### src/spca_pkg.sv
// ============================================================================
// spca_pkg
// Shared constants and request/result types for the path cost aggregation unit.
// ============================================================================
package spca_pkg;

  localparam int COST_BITS  = 24;
  localparam int DISP_SLOTS = 64;
  localparam int DISP_W     = 6;
  localparam int CNT_W      = 7;
  localparam int PEN_W      = 16;
  localparam int SUM_W      = COST_BITS + 2;
  localparam int ADDR_W     = DISP_W + 1;
  localparam int RAM_DEPTH  = 2 * DISP_SLOTS;
  localparam int CFG_IDX_W  = 2;

  localparam int WQ_DEPTH  = 4;
  localparam int WQ_PTR_W  = 2;
  localparam int OQ_DEPTH  = 4;
  localparam int OQ_PTR_W  = 2;

  localparam logic [COST_BITS-1:0] COST_MAX = '1;
  localparam logic [SUM_W-1:0]     SUM_INF  = '1;
  localparam logic [CNT_W-1:0]     DISP_LIM = CNT_W'(DISP_SLOTS);

  localparam logic [CFG_IDX_W-1:0] CFG_SMALL_PEN = 2'd0;
  localparam logic [CFG_IDX_W-1:0] CFG_LARGE_PEN = 2'd1;
  localparam logic [CFG_IDX_W-1:0] CFG_DISP_CNT  = 2'd2;

  localparam logic [PEN_W-1:0] SMALL_PEN_RST = 16'd5;
  localparam logic [PEN_W-1:0] LARGE_PEN_RST = 16'd90;
  localparam logic [CNT_W-1:0] DISP_CNT_RST  = 7'd41;

  typedef struct packed {
    logic [COST_BITS-1:0] match_cost;
    logic [DISP_W-1:0]    disparity_index;
    logic                 path_start;
  } in_item_t;

  typedef struct packed {
    logic [COST_BITS-1:0] path_cost;
    logic                 clipped;
    logic                 pixel_done;
  } result_t;

  typedef struct packed {
    logic [PEN_W-1:0] small_pen;
    logic [PEN_W-1:0] large_pen;
    logic [CNT_W-1:0] disp_cnt;
  } cfg_t;

  // classified request handed from front to back
  typedef struct packed {
    logic [COST_BITS-1:0] cost;
    logic [SUM_W-1:0]     cost_p2;
    logic [DISP_W-1:0]    disp;
    logic                 first;
    logic                 done;
    logic                 has_right;
    logic                 use_prev;
    logic                 bank;
  } work_t;

endpackage

### src/spca_queue.sv
// ============================================================================
// spca_queue
// Short request queue between front and back.
// ============================================================================
module spca_queue (
  input  logic            clk,
  input  logic            rst_n,
  input  logic            push,
  input  spca_pkg::work_t push_item,
  output logic            full,
  input  logic            pop,
  output logic            empty,
  output spca_pkg::work_t head
);

  spca_pkg::work_t                entry_r [spca_pkg::WQ_DEPTH];
  logic [spca_pkg::WQ_PTR_W-1:0]  wr_ptr_r;
  logic [spca_pkg::WQ_PTR_W-1:0]  rd_ptr_r;
  logic [spca_pkg::WQ_PTR_W:0]    cnt_r;

  assign full  = cnt_r == (spca_pkg::WQ_PTR_W+1)'(spca_pkg::WQ_DEPTH);
  assign empty = cnt_r == '0;
  assign head  = entry_r[rd_ptr_r];

  always_ff @(posedge clk) begin
    if (push) begin
      entry_r[wr_ptr_r] <= push_item;
    end
  end

  always_ff @(posedge clk) begin
    if (!rst_n) begin
      wr_ptr_r <= '0;
      rd_ptr_r <= '0;
      cnt_r    <= '0;
    end else begin
      if (push) begin
        wr_ptr_r <= wr_ptr_r + spca_pkg::WQ_PTR_W'(1);
      end
      if (pop) begin
        rd_ptr_r <= rd_ptr_r + spca_pkg::WQ_PTR_W'(1);
      end
      case ({push, pop})
        2'b10:   cnt_r <= cnt_r + (spca_pkg::WQ_PTR_W+1)'(1);
        2'b01:   cnt_r <= cnt_r - (spca_pkg::WQ_PTR_W+1)'(1);
        default: cnt_r <= cnt_r;
      endcase
    end
  end

endmodule

### config.mk
export PLATFORM = sky130hd
export DESIGN_NAME = spca_queue
export DESIGN_NICKNAME = d
export VERILOG_FILES = /design/src/spca_pkg.sv /design/src/spca_queue.sv
export SDC_FILE = /design/constraint.sdc
export NUM_CORES = 1
export LEC_CHECK = 0
export ABC_CLOCK_PERIOD_IN_PS = 5600
export BUFFER_PORTS_ARGS = -buffer_cell sky130_fd_sc_hd__buf_2
export CAP_MARGIN = 20
export CORE_ASPECT_RATIO = 1.2
export CORE_UTILIZATION = 61
export DETAILED_ROUTE_END_ITERATION = 8
export MAX_ROUTING_LAYER = met4
export PLACE_DENSITY_LB_ADDON = 0.3
export SETUP_SLACK_MARGIN = 0.4
export SLEW_MARGIN = 30
export SYNTH_ARGS = -nofsm -noshare
export SYNTH_HDL_FRONTEND = slang
export SYNTH_SLANG_ARGS = --single-unit
### constraint.sdc
create_clock -name clk -period 5.6 [get_ports clk]
set_clock_uncertainty 0.15 [all_clocks]
set_input_delay 0.84 -clock clk [delete_from_list [all_inputs] [get_ports clk]]
set_output_delay 0.84 -clock clk [all_outputs]
set_load 0.05 [all_outputs]
==> summary.txt <==
Outcome
  – Outcome: completed

Synth
  – Netlist cell types: 22
  – Avg Cell Area, Syn: 25.53 um2
  – Mapped Nets: 436
  – Register area share after synthesis: 80.55%
  – Synthesis Warnings: 0
  – Synthesized area: 9320 um2
  – Cells after Synth: about 370
  – Synthesis-stage register bit count: 253

Clock network
  – Setup bufs post-CTS: 0
  – Reg clk slew, reported paths: 60 ps
  – Clock root buffer: clkbuf_16
  – CTS Hold Buffers Added: 0
  – CTS sink cnt: 253
  – Post-CTS Resized: 0
  – Total CTS buffers: 23
  – Worst-Skew Late Latency: 480 ps
  – Longest Clk Path Bufs: 3
  – CTS HTree Levels: 1
  – CTS tree: done

Critical path
  – Worst setup endpoint: head[52]
  – WP data required: 4610 ps
  – R2r worst-path depth: 3
  – CP max FO: 25
  – FF-to-FF Start: wr_ptr_r[0]
  – Worst setup EP type: output port
  – Nature of the critical path startpoint: register
  – Crit path kind: register to output port
  – Worst Path Arrival: 2340 ps
  – Crit Reg-Reg Endpoint: entry_r[0][25]
  – FF-to-FF setup slack: around 3700 ps

Die
  – Initial Util: 62.30%
  – Die H: 137.4 um
  – # rows: 49
  – Die area: 15,780 um2
  – # IOs: 128
  – Core area: 14,960 um2
  – Die outline width: 114.8 um

Placed design
  – Detail Placement HPWL: between 8000 and 9000 um
  – Global placement routability congestion: 0.6951
  – PortBufs: 127

Drt
  – Vias per cell: 5.607
  – DR DRC count: 0
  – Post-route ant nets: 0
  – Iteration-0 DRC Markers: 319
  – Via count: 4,076
  – Total wire length: 14,800 um
  – Drt pass-1 iters: 4
  – Routed len/inst: roughly 20 um

Timing
  – Final setup viols: 0
  – Fmax: 0.3004 GHz
  – Total negative slack: 0 ps
  – Final hold slack: roughly 410 ps
  – Fin crit period: 3329 ps
  – Max-slew headroom: between 30% and 40%
  – RSZ-0062 raised after global routing: no
  – Slew Limit Fails: 0
  – Final Hold Vio Count: 0
  – Worst-margin pin slew: about 930 ps
  – Fin crit share: 59.44%

GRT
  – Number of global-route vias before repair: 4,268
  – GR Util All Layers: 20.41%
  – Largest net degree at the start of global routing: 62
  – Initial antenna violation count: 2
  – First-pass GRT wire length: 22,780 um
  – Overflow after GRT: 0

Power
  – Leakage: 0.003640 uW
  – Cell Pwr Density: 391.5 nW/um2
  – Power, Total: 4229 uW
  – VDD IR max: 0.3624 mV

Hold path
  – Min-Delay Path Class: input port to register

Run
  – Max-Cap Viols: 0

Cells and area
  – Final nets: 577
  – Area growth, synth to finish: 15.88%
  – Share of cells above drive strength 1: 42.80%
  – # fillers: between 900 and 1k
## synth_stat cells
library cell	n	area share, %
mux2i_1	1	0.11
ha_1	5	0.67
buf_6	1	0.12
and3_1	1	0.067
edfxtp_1	244	79
fa_1	1	0.21
or3_1	1	0.067
mux4_1	1	0.28
buf_2	6	0.32
mux4_2	60	14
dfxtp_1	9	1.9
nand2_1	2	0.081
xnor2_1	2	0.19
inv_1	6	0.24
nor3_1	1	0.054
buf_12	6	1.3
a21boi_0	1	0.081
o21ai_0	2	0.11
nor2b_1	1	0.067
xor2_1	3	0.28
and2_1	10	0.67
buf_1	1	0.040
## worst max-delay path, stage by stage, from the launching register on
cell and delay [ps]:
dfxtp_4 690, buf_4 330, mux4_1 580, buf_2 230
## flip-flops by register name, indices dropped and copies added (netlist names), named ones only
signal and cells:
entry_r 244, cnt_r 3, rd_ptr_r 2, wr_ptr_r 2
## routing by layer
| layer | track usage (%) | wire length, um | part of all wire [%] | up-vias |
|---|---|---|---|---|
| met2 | 34.20 | 7692 | 52 | 123 |
| met5 | - | 0 | 0 | - |
| li1 | - | - | - | 1827 |
| met1 | 25.75 | 5993 | 41 | 2101 |
| met4 | 6.277 | 348 | 2.4 | 0 |
| met3 | 3.652 | 760 | 5.1 | 25 |
## power breakdown
part	switching [uW]	internal, uW	total (uW)
clock network	601	831	1430
registers	43.5	2170	2220
logic	400	180	580
total	1040	3180	4230
## worst min path at each step
stage                             start              to  slack [ps]  cells past startpoint
after global placement         cnt_r[2]        cnt_r[2]         330                      2
after CTS                 push_item[20]  entry_r[0][20]         400                      1
after global routing      push_item[41]  entry_r[3][41]         400                      1
after floorplan                cnt_r[2]        cnt_r[2]         320                      2
after detailed placement       cnt_r[2]        cnt_r[2]         420                      2
final                     push_item[22]  entry_r[1][22]         410                      1
## placed cells by master (no fill, tap or decap), drive strengths merged, types with 2 or more instances in the layout
master and n:
inv 6, clkinv 3, xor2 3, mux4 61, clkbuf 35, dfxtp 9, buf 130, and2 10
nand2 2, o21ai 2, edfxtp 244, ha 5, diode 2, xnor2 2
## metrics by stage
step / instances / worst slack (ps) / util [%] / cell area, um2
detailed placement: 685 / 2746 / 67.56 / 10110
floorplan: 365 / 2745 / - / 9320
finish: 727 / 2271 / 72.20 / 10800
CTS: 725 / 2204 / 72.16 / 10800
global route: 727 / 2120 / 72.20 / 10800
global placement: 684 / 2286 / 67.36 / 10080
## logic make-up (layout without fill, tap and decap cells)
family	Yosys count	in the layout	share of synthesized area (%)
AOI/OAI and AO/OA	3	3	0.1880
xor gates and xnor gates	5	5	0.4699
adders and majority gates	6	6	0.8860
buffers and inverters	20	176	2.014
DFF	253	253	80.55
muxes	62	62	14.89
other	0	2	0
and+or+nand+nor	16	16	1.007
## final cells by class
cell class | count | area [um2] | share of cell area [%]
sequential | 253 | 7515 | 69.58
multi-input combinational | 92 | 1635 | 15.14
timing repair buffer | 130 | 678.2 | 6.279
clock buffer | 35 | 640.6 | 5.931
tap | 204 | 255.2 | 2.363
clock inverter | 5 | 48.80 | 0.4518
inverter | 6 | 22.52 | 0.2085
antenna | 2 | 5.005 | 0.04634
Power figures use the tool's default switching activity.
