===== src/spca_pkg.sv =====
// ============================================================================
// spca_pkg
// Shared constants and request/result types for the path cost aggregation unit.
// ============================================================================
package spca_pkg;

  localparam int COST_BITS  = 24;
  localparam int DISP_SLOTS = 64;
  localparam int DISP_W     = 6;
  localparam int CNT_W      = 7;
  localparam int PEN_W      = 16;
  localparam int SUM_W      = COST_BITS + 2;
  localparam int ADDR_W     = DISP_W + 1;
  localparam int RAM_DEPTH  = 2 * DISP_SLOTS;
  localparam int CFG_IDX_W  = 2;

  localparam int WQ_DEPTH  = 4;
  localparam int WQ_PTR_W  = 2;
  localparam int OQ_DEPTH  = 4;
  localparam int OQ_PTR_W  = 2;

  localparam logic [COST_BITS-1:0] COST_MAX = '1;
  localparam logic [SUM_W-1:0]     SUM_INF  = '1;
  localparam logic [CNT_W-1:0]     DISP_LIM = CNT_W'(DISP_SLOTS);

  localparam logic [CFG_IDX_W-1:0] CFG_SMALL_PEN = 2'd0;
  localparam logic [CFG_IDX_W-1:0] CFG_LARGE_PEN = 2'd1;
  localparam logic [CFG_IDX_W-1:0] CFG_DISP_CNT  = 2'd2;

  localparam logic [PEN_W-1:0] SMALL_PEN_RST = 16'd5;
  localparam logic [PEN_W-1:0] LARGE_PEN_RST = 16'd90;
  localparam logic [CNT_W-1:0] DISP_CNT_RST  = 7'd41;

  typedef struct packed {
    logic [COST_BITS-1:0] match_cost;
    logic [DISP_W-1:0]    disparity_index;
    logic                 path_start;
  } in_item_t;

  typedef struct packed {
    logic [COST_BITS-1:0] path_cost;
    logic                 clipped;
    logic                 pixel_done;
  } result_t;

  typedef struct packed {
    logic [PEN_W-1:0] small_pen;
    logic [PEN_W-1:0] large_pen;
    logic [CNT_W-1:0] disp_cnt;
  } cfg_t;

  // classified request handed from front to back
  typedef struct packed {
    logic [COST_BITS-1:0] cost;
    logic [SUM_W-1:0]     cost_p2;
    logic [DISP_W-1:0]    disp;
    logic                 first;
    logic                 done;
    logic                 has_right;
    logic                 use_prev;
    logic                 bank;
  } work_t;

endpackage


===== src/spca_front.sv =====
// ============================================================================
// spca_front
// Accepts requests, drops out-of-range disparities, tags each request with
// pixel-end, neighbor and vector bank information.
// ============================================================================
module spca_front (
  input  logic                clk,
  input  logic                rst_n,
  input  spca_pkg::cfg_t      cfg,
  input  logic                in_push,
  input  spca_pkg::in_item_t  in_data,
  output logic                in_full,
  input  logic                q_full,
  output logic                q_push,
  output spca_pkg::work_t     q_item
);

  logic                         bank_r;
  logic                         have_prev_r;
  logic [spca_pkg::CNT_W-1:0]   n;
  logic [spca_pkg::CNT_W-1:0]   d_ext;
  logic                         in_range;

  function automatic logic [spca_pkg::CNT_W-1:0] clamp_count(
    input logic [spca_pkg::CNT_W-1:0] cnt
  );
    logic [spca_pkg::CNT_W-1:0] res;
    res = cnt;
    if (cnt == '0) begin
      res = spca_pkg::CNT_W'(1);
    end else if (cnt > spca_pkg::DISP_LIM) begin
      res = spca_pkg::DISP_LIM;
    end
    return res;
  endfunction

  always_comb begin
    n        = clamp_count(cfg.disp_cnt);
    d_ext    = {1'b0, in_data.disparity_index};
    in_range = d_ext < n;
    q_push   = in_push && !q_full && in_range;

    q_item.cost      = in_data.match_cost;
    q_item.cost_p2   = spca_pkg::SUM_W'(in_data.match_cost) + spca_pkg::SUM_W'(cfg.large_pen);
    q_item.disp      = in_data.disparity_index;
    q_item.first     = in_data.disparity_index == '0;
    q_item.done      = d_ext == (n - spca_pkg::CNT_W'(1));
    q_item.has_right = (d_ext + spca_pkg::CNT_W'(1)) < n;
    q_item.use_prev  = !in_data.path_start && have_prev_r;
    q_item.bank      = bank_r;
  end

  assign in_full = q_full;

  // bank_r: half of the vector RAM written by the current pixel
  always_ff @(posedge clk) begin
    if (!rst_n) begin
      bank_r      <= 1'b0;
      have_prev_r <= 1'b0;
    end else if (q_push && q_item.done) begin
      bank_r      <= ~bank_r;
      have_prev_r <= 1'b1;
    end
  end

endmodule


===== config.mk =====
export PLATFORM = sky130hd
export DESIGN_NAME = spca_front
export DESIGN_NICKNAME = d
export VERILOG_FILES = /design/src/spca_pkg.sv /design/src/spca_front.sv
export SDC_FILE = /design/constraint.sdc
export NUM_CORES = 1
export LEC_CHECK = 0
export BUFFER_PORTS_ARGS = -buffer_cell sky130_fd_sc_hd__buf_2
export CAP_MARGIN = 20
export CELL_PAD_IN_SITES_DETAIL_PLACEMENT = 1
export CELL_PAD_IN_SITES_GLOBAL_PLACEMENT = 1
export CORE_MARGIN = 4
export CORE_UTILIZATION = 29
export DETAILED_ROUTE_END_ITERATION = 7
export GPL_ROUTABILITY_DRIVEN = 0
export PLACE_DENSITY = 0.89
export SLEW_MARGIN = 10
export SYNTH_ARGS = -nofsm -noshare
export SYNTH_HDL_FRONTEND = slang
export SYNTH_SLANG_ARGS = --single-unit

===== constraint.sdc =====
create_clock -name clk -period 4.2 [get_ports clk]
set_input_delay 0.42 -clock clk [delete_from_list [all_inputs] [get_ports clk]]
set_output_delay 0.42 -clock clk [all_outputs]
set_load 0.02 [all_outputs]

==> flow_summary.yaml, run 1 <==
outcome:
  outcome: "completed"
power:
  p_leak_uw: 0.00120
  power_density_nw_per_um2: 201
  ir_worst_vdd_v: 0.0000807
logic_synthesis:
  synth_cell_types: 44
  synth_top_area_share_pct: 21.6
  synth-edff-count: 0
  synth_top_cell_by_area: "ha_1"
  syn-num-nets: 366
  yosys_warnings: 0
  syn_area_um2: 1850
  seq_area_frac_synth_pct: 2.16
  synth_area_leaders: "ha_1 (22%), buf_4 (13%), xnor2_1 (12%)"
  synth_area_per_cell_um2: 7.15
  async_flop_share_pct: 0
  netlist_instances: 259
  ys_seq_elements: 2
  synthFlopType: "dfxtp_1"
routing:
  via_per_inst: 5.12
  wirelength_um: 6160
  dr.pass1.iters: 4
  antenna_left: 0
  routedWlPerCell_um: 14.7
  drt_iter0_drc: 23
  vias: 2147
  drc: 0
cts:
  post_cts_resize_count: 0
  insertion_delay_ps: 210
  post_cts_buffers: 0
  cts_made_buffers: 3
  cts_root_buf: "clkbuf_8"
  clockBufferDepth: 2
  cts_hold_buf: 0
  worst_setup_hold_path_clk_slew_ps: 30
  cts_tree: "yes"
  numClockSinks: 2
  cts_max_level: 1
grt:
  grt_pass1_vias: 2157
  grt_max_degree: 13
  grt_overflow: 0
  grt_pass1_wl_um: 9440
  antenna_found_initial: 0
  grt_usage_pct: 14.7
min_path:
  hold_start: "rst_n"
  hold_path_class: "primary input to flip-flop"
worst_setup_path:
  endpoint_kind: "output port"
  critPathRequiredTime_ps: 3780
  crit_type: "primary input to output port"
  crit_fanout: 5
  r2r_start: "bank_r"
  r2r_setup_slack_ps: 3330
  startpoint: "cfg[2]"
  worstSetupStartpointType: "primary input"
  cp.arrival_ps: 2560
floorplanning:
  core_area_um2: 6060
  io-pin-count: 137
  die_w_um: 87.9
  design.die.area_um2: 7730
  num_rows: 28
  die_h_um: 87.9
  start_util_pct: 30.6
timing:
  tns_ps: 0
  fmax_mhz: 336
  finClkSkew_ps: 0
  slew_headroom_pct: 65.4
  slew_viol_final: 0
  worst_pin_slew_ps: 515
  setup_violations: 0
  layout_min_cycle_time_ps: 2980
  grt_setup_unrepaired: "no"
  period_share_pct: 70.8
  final_hold_viol_count: 0
finish:
  final_cell_count_no_fill: 419
  drive_above_1_share_pct: 36.0
  design_area_um2: 2320
  area_growth_pct: 25.1
  diodes: 0
  fillers: 826
  nets: 453
placement:
  io_buffer_count: 119
  dpl_cell_area_um2: 2280
  dp_cells: 416
  dpl.hpwl_um: 5510
job:
  maxCapViolCount: 0
## placed cells by master (no fill, tap or decap), drive strengths merged, types with 2 or more instances in the layout
| master | n |
|---|---|
| buf | 119 |
| ha | 32 |
| xnor2 | 25 |
| a21oi | 21 |
| o21ai | 18 |
| nand2 | 17 |
| nor2 | 16 |
| inv | 15 |
| nand3 | 8 |
| o21a | 5 |
| nand4 | 5 |
| o211ai | 5 |
| xor2 | 5 |
| and3 | 4 |
| nor2b | 4 |
| a211oi | 4 |
| nor3 | 3 |
| or3 | 3 |
| nor4 | 3 |
| nand2b | 3 |
| clkbuf | 3 |
| and2 | 2 |
| o21bai | 2 |
| nor3b | 2 |
| dfxtp | 2 |
| or2 | 2 |
| a2111oi | 2 |
## cell families after synthesis
kind of cell / share of synthesized area, %
AO/OA/AOI/OAI: 22.2
XOR/XNOR: 14.2
adder cells (fa/ha/maj): 22.7
buffers and inverters: 17.4
flip-flops: 2.16
multiplexers: 0.540
other: 0.202
AND/OR/NAND/NOR: 20.6
## worst paths after layout
check                              endpoint  depth (start not counted)
worst max-delay path              q_item[3]                         11
worst min-delay path            have_prev_r                          3
worst max register to register       bank_r                          2
worst min register to register       bank_r                          2
## metrics by stage
step	total power (µW)	setup slack (ps)	util (%)	hold WS [ps]
floorplan	281	1490	-	429
global placement	378	1240	37.6	448
detailed placement	392	1210	37.6	482
CTS	473	1200	38.2	487
global route	503	968	38.2	494
finish	465	1220	38.2	482
## per-layer routing
metal  vias up  track usage (%)  part of all wire, %  wire length (µm)
met1      1005             15.1                   36              2240
met4         0             2.79                 0.88                54
met2        77             31.2                   55              3380
li1       1059                -                    -                 -
met3         6             1.32                  8.0               494
met5         -                0                    0                 0
## state kept, by name, summed over array words and instances (netlist names)
register     count
bank_r           1
have_prev_r      1
## synthesized netlist by cell type (2+ instances only)
library cell and count:
buf_4 33, nand2b_1 3, nand2_1 17, xor2_1 5
or3_1 3, buf_2 3, a21oi_1 21, nor3_1 3
nor4_1 3, o21ai_0 18, dfxtp_1 2, xnor2_1 25
ha_1 32, inv_1 15, nor2b_1 4, nand3_1 8
o21a_1 5, and3_1 4, nor2_1 16, o211ai_1 5
o21bai_1 2, nor3b_1 2, nand4_1 5, and2_1 2
a211oi_1 4
## cell type report
cell class | instances | area (µm²) | area share [%]
flip-flops and latches | 2 | 40.0 | 1.73
clock buffers | 3 | 41.3 | 1.78
multi-input cells | 205 | 1490 | 64.3
repair buffers | 119 | 596 | 25.7
well taps | 75 | 93.8 | 4.05
inverters | 15 | 56.3 | 2.43
## power by group
part | leakage (µW) | total, µW | switching [µW] | internal [µW]
Clock | 0.0000216 | 77.0 | 16.3 | 60.8
Sequential | 0.0000161 | 19.3 | 0.0579 | 19.2
Combinational | 0.00116 | 369 | 226 | 143
Total | 0.00120 | 465 | 242 | 223
## worst max-delay path, cell delays in order
cell and delay, ps:
buf_2 120, or2_2 310, nor3_1 160, o21ai_0 130, ha_1 310, xor2_1 170, xnor2_1 130, a2111oi_1 280
nand4_1 210, inv_1 130, buf_2 180
(Power assumes the default switching activity.)
==> inputs of run 2 (changes only) <==
--- a/config.mk
+++ b/config.mk
@@ -10,10 +10,10 @@
 export CELL_PAD_IN_SITES_DETAIL_PLACEMENT = 1
 export CELL_PAD_IN_SITES_GLOBAL_PLACEMENT = 1
 export CORE_MARGIN = 4
-export CORE_UTILIZATION = 29
+export CORE_UTILIZATION = 27
 export DETAILED_ROUTE_END_ITERATION = 7
 export GPL_ROUTABILITY_DRIVEN = 0
-export PLACE_DENSITY = 0.89
+export PLACE_DENSITY = 0.84
 export SLEW_MARGIN = 10
 export SYNTH_ARGS = -nofsm -noshare
 export SYNTH_HDL_FRONTEND = slang
==> constraint.sdc (replaced) <==
create_clock -name clk -period 2.8 [get_ports clk]
set_input_delay 0.28 -clock clk [delete_from_list [all_inputs] [get_ports clk]]
set_output_delay 0.28 -clock clk [all_outputs]
set_load 0.02 [all_outputs]
==> flow_summary.yaml, run 2 (synthesis gave the netlist of run 1 again) <==
grt:
  grt_usage_pct: 13.3
  grt_overflow: 0
  antenna_found_initial: 0
  grt_pass1_vias: 2208
  grt_max_degree: 13
  grt_pass1_wl_um: 9600
cts:
  clockBufferDepth: 2
  cts_tree: "yes"
  insertion_delay_ps: 200
  numClockSinks: 2
  cts_made_buffers: 3
  cts_max_level: 1
  cts_root_buf: "clkbuf_8"
  worst_setup_hold_path_clk_slew_ps: 30
  post_cts_buffers: 0
outcome:
  outcome: "completed"
placement:
  io_buffer_count: 119
  dp_slack_ps: 97.9
  dpl.hpwl_um: 5300
worst_setup_path:
  startpoint: "cfg[2]"
  critPathRequiredTime_ps: 2520
  critPathCapture: "q_item[3]"
  rr_endpoint: "bank_r"
  crit_type: "primary input to output port"
  r2r_start: "bank_r"
  reg2reg_depth: 2
  endpoint_kind: "output port"
  r2r_setup_slack_ps: 1920
  cp.arrival_ps: 2290
  worstSetupStartpointType: "primary input"
  crit_fanout: 5
routing:
  via_per_inst: 5.05
  routedWlPerCell_um: 14.1
  dr.pass1.iters: 4
  antenna_left: 0
  wirelength_um: 5950
  vias: 2129
  drc: 0
  drt_iter0_drc: 10
job:
  maxCapViolCount: 0
timing:
  fmax_mhz: 389
  setup_ws_ps: 227
  grt_setup_unrepaired: "yes"
  finClkSkew_ps: 0
  final_hold_viol_count: 0
  layout_min_cycle_time_ps: 2570
  setup_violations: 0
  slew_viol_final: 0
  period_share_pct: 91.9
finish:
  layout_commonest_cell: "buf_2"
  postLayoutCoreUtil_pct: 35.9
  drive_above_1_share_pct: 36.5
  top_regs: "bank_r: 1 flops, have_prev_r: 1 flops"
  nets: 454
  final_cell_mix: "buf_2 (119), ha_1 (31), xnor2_1 (25)"
  fillers: 851
  area_growth_pct: 25.8
  diodes: 0
min_path:
  hold_path_class: "primary input to flip-flop"
  hold_start: "rst_n"
floorplanning:
  die_h_um: 90.8
  io-pin-count: 137
  core_area_um2: 6490
  design.die.area_um2: 8250
  num_rows: 29
  start_util_pct: 28.5
  die_w_um: 90.8
power:
  power_density_nw_per_um2: 298
  p_leak_uw: 0.00120
  ir_worst_vdd_v: 0.000106
[run 2: cell types whose count changed in the layout (fill, tap and decap cells not counted)]
cell	delta
o21ai_1	+2
buf_4	+1
ha_2	+1
a2111oi_0	-1
o21ai_0	-2
ha_1	-1
a2111oi_1	+1
[run 2: timing repair]
| action | in CTS | in global routing |
|---|---|---|
| hold buffers | 0 | 0 |
| gates resized for setup | 0 | 4 |
| endpoints found under the setup margin | 0 | 3 |
[run 2: through the flow]
stage | power (µW) | hold slack [ps] | instance area, µm² | instances | TNS (ps)
finish | 695 | 315 | 2330 | 422 | 0
floorplan | 422 | 412 | 1850 | 259 | 0
global placement | 571 | 447 | 2290 | 419 | 0
detailed placement | 586 | 475 | 2290 | 419 | 0
global route | 761 | 337 | 2330 | 422 | -2.46
CTS | 704 | 318 | 2330 | 422 | 0
[run 2: per-layer routing]
| metal | wire length (µm) | part of all wire, % | global-route usage [%] |
|---|---|---|---|
| met2 | 3090 | 52 | 27.5 |
| met5 | 0 | 0 | 0 |
| met3 | 404 | 6.8 | 1.75 |
| met4 | 28 | 0.47 | 1.51 |
| met1 | 2430 | 41 | 14.4 |
[run 2: worst min path at each step]
stage	endpoint	slack, ps	cells past startpoint
final	have_prev_r	310	3
after global routing	have_prev_r	340	3
after CTS	have_prev_r	320	3
after detailed placement	have_prev_r	470	2
after global placement	have_prev_r	450	2
after floorplan	bank_r	410	2
[run 2: where the power goes]
part / switching (µW) / total, µW / internal (µW)
Sequential: 0.0732 / 29.0 / 28.9
Clock: 20.7 / 111 / 90.8
Combinational: 337 / 555 / 218
Total: 358 / 695 / 337
[run 2: cell type report]
class / count / area [µm²] / share of cell area (%)
Inverter: 15 / 56.3 / 2.42
Sequential cell: 2 / 40.0 / 1.72
Timing Repair Buffer: 120 / 603 / 25.9
Clock buffer: 3 / 41.3 / 1.77
Tap cell: 77 / 96.3 / 4.13
Multi-Input combinational cell: 205 / 1490 / 64.1
[run 2: critical path: stages]
cell and delay [ps]:
buf_2 130, or2_2 310, nor3_1 150, o21ai_0 130
ha_2 260, xor2_1 160, xnor2_1 140, a2111oi_1 260
nand4_1 190, inv_1 110, buf_2 170
